## config.mk

```make
export PLATFORM = sky130hd
export DESIGN_NAME = ffa_ctrl
export DESIGN_NICKNAME = d
export VERILOG_FILES = /design/src/design/ffa_pkg.sv /design/src/design/ffa_ctrl.sv
export SDC_FILE = /design/constraint.sdc
export NUM_CORES = 1
export LEC_CHECK = 0
export BUFFER_PORTS_ARGS = -buffer_cell sky130_fd_sc_hd__buf_2
export CAP_MARGIN = 20
export CORE_ASPECT_RATIO = 1.1
export CORE_MARGIN = 2
export CORE_UTILIZATION = 23
export CTS_CLUSTER_DIAMETER = 200
export DETAILED_ROUTE_END_ITERATION = 10
export GPL_ROUTABILITY_DRIVEN = 1
export PLACE_DENSITY = 0.5
export SYNTH_ARGS = -nofsm -noshare
export SYNTH_HDL_FRONTEND = slang
export SYNTH_SLANG_ARGS = --single-unit
export TNS_END_PERCENT = 50
```

## constraint.sdc

```tcl
create_clock -name clock -period 1.7 [get_ports clock]
set_input_delay 0.17 -clock clock [delete_from_list [all_inputs] [get_ports clock]]
set_output_delay 0.17 -clock clock [all_outputs]
set_load 0.02 [all_outputs]
```

## src/design/ffa_pkg.sv

```systemverilog
// ----------------------------------------------------------------------------
// ffa_pkg
// Shared types and constants for the first-fit free-list allocator.
// ----------------------------------------------------------------------------
`default_nettype none

package ffa_pkg;

   // default heap size in bytes and allocation granule
   localparam int HEAP_BYTES_DEF = 65536;
   localparam int GRAIN          = 16;

   typedef enum logic [1:0] {
      ACT_ALLOC   = 2'd0,
      ACT_FREE    = 2'd1,
      ACT_REALLOC = 2'd2,
      ACT_NONE    = 2'd3
   } action_type;

   typedef enum logic [1:0] {
      ST_OK      = 2'd0,
      ST_NULL    = 2'd1,
      ST_NOSPACE = 2'd2,
      ST_BADPTR  = 2'd3
   } status_type;

   typedef enum logic [3:0] {
      S_CLEAR,
      S_IDLE,
      S_DISPATCH,
      S_PTR_CHECK,
      S_WALK_READ,
      S_WALK_CHECK,
      S_UNLINK,
      S_SPLIT,
      S_MARK,
      S_GROW,
      S_ALLOC_DONE,
      S_RELEASE,
      S_RESP_OLD,
      S_RESP_CUR
   } state_type;

   // header store write kinds
   typedef enum logic [2:0] {
      W_NONE,
      W_CLEAR,
      W_UNLINK,
      W_SPLIT,
      W_MARK,
      W_GROW,
      W_RELEASE
   } wr_op_type;

   // which block a response reports
   typedef enum logic [1:0] {
      SRC_NONE,
      SRC_OLD,
      SRC_CUR
   } src_type;

   typedef struct packed {
      logic       latch;
      logic       walk_init;
      logic       walk_adv;
      logic       take_cur;
      logic       save_old;
      logic       rd_ptr;
      logic       rd_cur;
      logic       count_alloc;
      wr_op_type  wr_op;
      logic       respond;
      status_type rsp_code;
      src_type    rsp_src;
      logic       rsp_ptr;
   } cmd_type;

   typedef struct packed {
      action_type action;
      logic       present;
      logic       size_zero;
      logic       ptr_bad;
      logic       hdr_bad;
      logic       fits;
      logic       walk_go;
      logic       grow_ok;
      logic       clear_done;
   } stat_type;

endpackage

`default_nettype wire

```

## src/design/ffa_ctrl.sv

```systemverilog
// ----------------------------------------------------------------------------
// ffa_ctrl
// Sequencer for allocate, free and reallocate requests.
// ----------------------------------------------------------------------------
`default_nettype none

module ffa_ctrl (
   input  wire logic             clock,
   input  wire logic             reset,
   input  wire logic             start,
   output logic                  busy,
   input  wire ffa_pkg::stat_type stat,
   output ffa_pkg::cmd_type      cmd
);

   ffa_pkg::state_type state_ff, state_in;

   // state register
   always_ff @(posedge clock) begin
      if (reset) begin
         state_ff <= ffa_pkg::S_CLEAR;
      end else begin
         state_ff <= state_in;
      end
   end

   // next state
   always_comb begin
      state_in = state_ff;
      case (state_ff)
         ffa_pkg::S_CLEAR: begin
            if (stat.clear_done) state_in = ffa_pkg::S_IDLE;
         end
         ffa_pkg::S_IDLE: begin
            if (start) state_in = ffa_pkg::S_DISPATCH;
         end
         ffa_pkg::S_DISPATCH: begin
            state_in = ffa_pkg::S_IDLE;
            case (stat.action)
               ffa_pkg::ACT_ALLOC: begin
                  if (!stat.size_zero) state_in = ffa_pkg::S_WALK_READ;
               end
               ffa_pkg::ACT_FREE: begin
                  if (stat.present && !stat.ptr_bad) state_in = ffa_pkg::S_PTR_CHECK;
               end
               ffa_pkg::ACT_REALLOC: begin
                  if (!stat.present) begin
                     if (!stat.size_zero) state_in = ffa_pkg::S_WALK_READ;
                  end else if (!stat.size_zero && !stat.ptr_bad) begin
                     state_in = ffa_pkg::S_PTR_CHECK;
                  end
               end
               default: state_in = ffa_pkg::S_IDLE;
            endcase
         end
         ffa_pkg::S_PTR_CHECK: begin
            if (stat.hdr_bad) state_in = ffa_pkg::S_IDLE;
            else if (stat.action == ffa_pkg::ACT_FREE) state_in = ffa_pkg::S_RELEASE;
            else if (stat.fits) state_in = ffa_pkg::S_RESP_OLD;
            else state_in = ffa_pkg::S_WALK_READ;
         end
         ffa_pkg::S_WALK_READ: begin
            state_in = stat.walk_go ? ffa_pkg::S_WALK_CHECK : ffa_pkg::S_GROW;
         end
         ffa_pkg::S_WALK_CHECK: begin
            state_in = stat.fits ? ffa_pkg::S_UNLINK : ffa_pkg::S_WALK_READ;
         end
         ffa_pkg::S_UNLINK:  state_in = ffa_pkg::S_SPLIT;
         ffa_pkg::S_SPLIT:   state_in = ffa_pkg::S_MARK;
         ffa_pkg::S_MARK:    state_in = ffa_pkg::S_ALLOC_DONE;
         ffa_pkg::S_GROW: begin
            state_in = stat.grow_ok ? ffa_pkg::S_ALLOC_DONE : ffa_pkg::S_IDLE;
         end
         ffa_pkg::S_ALLOC_DONE: begin
            if (stat.action == ffa_pkg::ACT_REALLOC && stat.present)
               state_in = ffa_pkg::S_RELEASE;
            else
               state_in = ffa_pkg::S_RESP_CUR;
         end
         ffa_pkg::S_RELEASE: begin
            state_in = (stat.action == ffa_pkg::ACT_FREE) ? ffa_pkg::S_RESP_OLD
                                                          : ffa_pkg::S_RESP_CUR;
         end
         ffa_pkg::S_RESP_OLD: state_in = ffa_pkg::S_IDLE;
         ffa_pkg::S_RESP_CUR: state_in = ffa_pkg::S_IDLE;
         default:             state_in = ffa_pkg::S_IDLE;
      endcase
   end

   // command outputs
   always_comb begin
      cmd          = '0;
      cmd.wr_op    = ffa_pkg::W_NONE;
      cmd.rsp_code = ffa_pkg::ST_OK;
      cmd.rsp_src  = ffa_pkg::SRC_NONE;
      busy         = (state_ff != ffa_pkg::S_IDLE);
      case (state_ff)
         ffa_pkg::S_CLEAR: cmd.wr_op = ffa_pkg::W_CLEAR;
         ffa_pkg::S_IDLE:  cmd.latch = start;
         ffa_pkg::S_DISPATCH: begin
            case (stat.action)
               ffa_pkg::ACT_ALLOC: begin
                  if (stat.size_zero) begin
                     cmd.respond  = 1'b1;
                     cmd.rsp_code = ffa_pkg::ST_NULL;
                  end else begin
                     cmd.walk_init = 1'b1;
                  end
               end
               ffa_pkg::ACT_FREE: begin
                  if (!stat.present) begin
                     cmd.respond  = 1'b1;
                     cmd.rsp_code = ffa_pkg::ST_NULL;
                  end else if (stat.ptr_bad) begin
                     cmd.respond  = 1'b1;
                     cmd.rsp_code = ffa_pkg::ST_BADPTR;
                  end else begin
                     cmd.rd_ptr = 1'b1;
                  end
               end
               ffa_pkg::ACT_REALLOC: begin
                  if (stat.size_zero) begin
                     cmd.respond  = 1'b1;
                     cmd.rsp_code = ffa_pkg::ST_NULL;
                  end else if (!stat.present) begin
                     cmd.walk_init = 1'b1;
                  end else if (stat.ptr_bad) begin
                     cmd.respond  = 1'b1;
                     cmd.rsp_code = ffa_pkg::ST_BADPTR;
                  end else begin
                     cmd.rd_ptr = 1'b1;
                  end
               end
               default: begin
                  cmd.respond  = 1'b1;
                  cmd.rsp_code = ffa_pkg::ST_NULL;
               end
            endcase
         end
         ffa_pkg::S_PTR_CHECK: begin
            cmd.save_old = 1'b1;
            if (stat.hdr_bad) begin
               cmd.respond  = 1'b1;
               cmd.rsp_code = ffa_pkg::ST_BADPTR;
            end else if (stat.action != ffa_pkg::ACT_FREE && !stat.fits) begin
               cmd.walk_init = 1'b1;
            end
         end
         ffa_pkg::S_WALK_READ:  cmd.rd_cur = stat.walk_go;
         ffa_pkg::S_WALK_CHECK: begin
            cmd.take_cur = stat.fits;
            cmd.walk_adv = !stat.fits;
         end
         ffa_pkg::S_UNLINK: cmd.wr_op = ffa_pkg::W_UNLINK;
         ffa_pkg::S_SPLIT:  cmd.wr_op = ffa_pkg::W_SPLIT;
         ffa_pkg::S_MARK:   cmd.wr_op = ffa_pkg::W_MARK;
         ffa_pkg::S_GROW: begin
            if (stat.grow_ok) begin
               cmd.wr_op = ffa_pkg::W_GROW;
            end else begin
               cmd.respond  = 1'b1;
               cmd.rsp_code = ffa_pkg::ST_NOSPACE;
            end
         end
         ffa_pkg::S_ALLOC_DONE: cmd.count_alloc = 1'b1;
         ffa_pkg::S_RELEASE:    cmd.wr_op = ffa_pkg::W_RELEASE;
         ffa_pkg::S_RESP_OLD: begin
            cmd.respond = 1'b1;
            cmd.rsp_src = ffa_pkg::SRC_OLD;
            cmd.rsp_ptr = (stat.action != ffa_pkg::ACT_FREE);
         end
         ffa_pkg::S_RESP_CUR: begin
            cmd.respond = 1'b1;
            cmd.rsp_src = ffa_pkg::SRC_CUR;
            cmd.rsp_ptr = 1'b1;
         end
         default: cmd.latch = 1'b0;
      endcase
   end

endmodule

`default_nettype wire

```

## Word level (Yosys, flattened, before mapping)

Index checks and enable logic that the tools add are counted.

- Latch bits: 0
- Memory bits (read-only): 0
- Output and inout port bits: 18
- Memories: 0
- RAM bits: 0
- Register bits after elaboration: 4
- Input bits: 13

- $add $sub $neg: 0
- Div/mod/pow operators: 0
- Order comparisons: 0
- Mux-type cells: 46
- Multiply operators: 0
- Bitwise gates (word level): 0
- Reduce and logical (&&, ||, !) cells: 11
- Shift operators: 0
- Equality and inequality tests: 19

Operators with widths:

| operator | number |
|---|---|
| $pmux 4 s12 | 1 |
| $mux 4 | 8 |
| $mux 3 | 10 |
| $eq 4x4->1 const B | 6 |
| $pmux 3 s6 | 1 |
| $eq 4x3->1 const B | 4 |
| $mux 1 | 14 |
| $pmux 4 s3 | 1 |
| $pmux 3 s3 | 1 |
| $eq 4x2->1 const B | 2 |
| $mux 2 | 4 |
| $pmux 1 s2 | 3 |
| $pmux 2 s3 | 1 |
| $pmux 3 s2 | 1 |
| $eq 4x1->1 const B | 1 |
| $logic_and 1x1->1 | 4 |
| $logic_not 4->1 | 1 |
| $ne 2x2->1 const B | 2 |
| $ne 4x1->1 const B | 1 |
| $pmux 1 s4 | 1 |
| $logic_not 1->1 | 3 |
| $eq 2x1->1 const B | 1 |
| $eq 2x2->1 const B | 1 |
| $logic_not 2->1 | 1 |
| 3 further kinds | 3 |

## Logic depth before layout (Yosys ltp)

- Depth in word-level cells: 6
- Mapped depth: 7

## Worst setup path after synthesis

OpenSTA, ideal clock, no wires.

- Kind: input-to-output
- Start point: input port stat[9] (netlist bit)
- End point: output port cmd[5] (netlist bit)
- Arrival: 2256 ps
- Stages: 6
- Slack: -726 ps
- Buffers on the path: 1
- Cells stage by stage: inv_1 > ha_1 > clkbuf_1 > a221oi_1 > a2111oi_0 > o21bai_1

RTL lines:

| what | RTL line | source |
|---|---|---|
| from (decl) | ffa_ctrl.sv:12 | `input wire ffa_pkg::stat_type stat,` |
| to (decl) | ffa_ctrl.sv:13 | `output ffa_pkg::cmd_type cmd` |

==> out/summary.txt <==
simple-gate area share of the yosys netlist: 37.3%
Synth Net Count: 133
signal arrival time at the worst endpoint: 1730 ps
biggest regs: state_ff x4
Syn Area/Cell: 6.53 sq um
Ports: 31
maxcap violations: 0
gpl congestion: 0.881
CP required: 1530 ps
insertion delay to the later sink of the worst-skew pair: 230 ps
Initial Utilization: 24.4%
RSZ-0062 raised after global routing: true
n_diodes: 0
crit path time final: 1900 ps
nets: 176
hold_ws: 154 ps
status: finished, violations left
Residual DRC: 0
full die area: 0.00374 sq mm
via count: 1018
worst-margin pin slew: 439 ps
CTS Buf Count: 3
Final Hold Fails: 0
number of synthesized register bits: 4
Clock Sink Count: 4
CTS root buf: clkbuf_4
routed vias/inst: 5.36
Die X: 58.5 um
Pleak: 0.000518 uW
violated checks: negative setup slack
Max FO, Critical Path: 4
core footprint: 0.00307 sq mm
TritonRoute pass-1 iters: 4
Largest register FFs: 4
share of layout cells above drive strength 1: 42.3%
TritonCTS clock tree: done
Seq/Total Area, Yosys: 10.7%
Fillers: 354
area of the multi-input gates: 664 sq um
final wirelength: 2480 um
Non-Filler Instances: 190
largest reg by FF count: state_ff
post-DP HPWL: 2030 um
Yosys cell types: 36
max-slew violation count: 0
VDD IR-drop max: 0.000180 V
Sum Neg Setup Slack: -412 ps
Setup-failing EPs final: 4
Max clock buf depth: 2
Overall Global Routing Usage: 14.1%
Register Area: 82.6 sq um
synthesized area: 751 sq um
Layout area overhead: 49.7%
antenna-violating nets left: 0
first-pass GRT wire length: 4240 um
per-cell routed wire length: 13.0 um
CTS clk-pin slew, worst paths: 40 ps
Buffers on Ports: 30
Finished Core Util: 36.5%
critical setup path kind: reg -> out
Hold WC Path Type: in -> reg
R2R Setup Slk: -70 ps
fin crit share: 112%
H-tree Lvls: 1
Synth Area in Adders: 8.33%
fraction of synthesized cell area in xor and xnor cells: 0%
initial antenna violation count: 0
largest net degree at the start of global routing: 23
Worst setup EP type: output port
largest family of logic cells by synthesized area: simple AND/OR/NAND/NOR gates
row count: 21
slew margin rel.: 70.0%
grt total ovfl: 0
initial DRC count: 17
Startpoint Class: register
yosys warns: 0
clk_skew: 2.54 ps
pwr dens: 353 mW/mm^2
Die Ht: 63.9 um
FMAX: 527 MHz
Synth Area in Compound Gates: 35.8%
Placed Cells: 186
number of global-route vias before repair: 930
final worst slack: -197 ps
Mapped Cells: 115
multiplexer share of the synthesized area: 0%
## stage by stage
stage                     total power (uW)  cell area [sq um]  worst slack [ps]
after floorplan                        198                757              -110
after global routing                   431               1120              -248
after CTS                              392               1090              -192
after detailed placement               267               1030             -20.6
final                                  397               1120              -197
after global placement                 265               1030              14.7
## layout by cell type, fill, tap and decap left out, drive strengths merged, types with 3 or more instances in the layout
| master | n |
|---|---|
| nor3 | 5 |
| nor2b | 7 |
| nand2 | 11 |
| buf | 46 |
| a21oi | 7 |
| nor2 | 12 |
| nand2b | 7 |
| and3 | 4 |
| o31ai | 3 |
| ha | 5 |
| clkbuf | 3 |
| inv | 7 |
| o21ai | 6 |
| dfxtp | 4 |
## cell usage after synthesis
cell	instances	area, sq um
o21a_1	1	7.51
nor3b_1	1	7.51
nor2_1	12	45.0
o221ai_1	1	8.76
a21bo_2	1	10.0
a21boi_0	2	15.0
or4b_4	1	13.8
buf_2	2	10.0
o31ai_1	3	22.5
o21bai_1	1	7.51
nand2_1	11	41.3
nor4_1	2	12.5
a21oi_1	7	35.0
dfxtp_1	4	80.1
o32ai_1	1	8.76
or4_1	1	7.51
o21ba_2	1	10.0
nor2b_1	7	43.8
inv_1	7	26.3
ha_1	5	62.6
o22ai_1	1	6.26
a32oi_1	1	8.76
a2111oi_0	2	17.5
or2_2	1	6.26
nand2b_1	7	43.8
a22oi_1	1	7.51
o32a_1	2	20.0
a21o_1	2	15.0
and4_1	1	8.76
and3_1	4	25.0
a211o_1	1	8.76
clkbuf_1	6	22.5
a31oi_1	2	12.5
nor3_1	5	25.0
a221oi_1	2	17.5
o21ai_0	6	30.0
## per-layer routing
metal  GRT usage [%]  vias to the layer above  wire length, um
met5               0                        -                0
met2            22.5                       37             1150
met3            3.04                        2              213
li1                -                      501                -
met1            18.4                      478             1080
met4            5.23                        0               31
## logic make-up after synthesis
group | Yosys count
fa+ha+maj | 5
flops | 4
simple gates | 53
compound gates | 38
buf+inv | 15
## worst paths after layout
check,startpoint,to,cells past startpoint
max,state_ff[0]$_SDFFE_PP0P_,cmd[4],4
min,reset,state_ff[0]$_SDFFE_PP0P_,2
max reg2reg,state_ff[0]$_SDFFE_PP0P_,state_ff[1]$_SDFFE_PP0P_,5
min reg2reg,state_ff[2]$_SDFFE_PP0P_,state_ff[2]$_SDFFE_PP0P_,3
## timing repair
item,4_1_cts,5_1_grt
gates cloned,0,0
hold buffers,0,0
pin swaps,3,3
gates resized for setup,7,10
buffers inserted,2,1
setup endpoints to repair,5,12
## area by class of cell
| type | instances | area share (%) |
|---|---|---|
| clock buffer | 3 | 2.00 |
| inverter | 7 | 2.34 |
| multi-input combinational | 96 | 59.1 |
| sequential | 4 | 7.35 |
| tap | 34 | 3.79 |
| timing repair buffer | 46 | 25.4 |
## critical path: stages, from the launching register on
cell,delay (ps)
dfxtp_2,330
or4b_4,540
a21o_1,220
o31ai_2,220
buf_4,190
## where the power goes
part	internal (uW)	switching, uW	total, uW
clock	78.7	34.6	113
combinational	77.9	104	182
sequential	98.1	2.85	101
No activity file was read; power rests on OpenSTA's default activity.
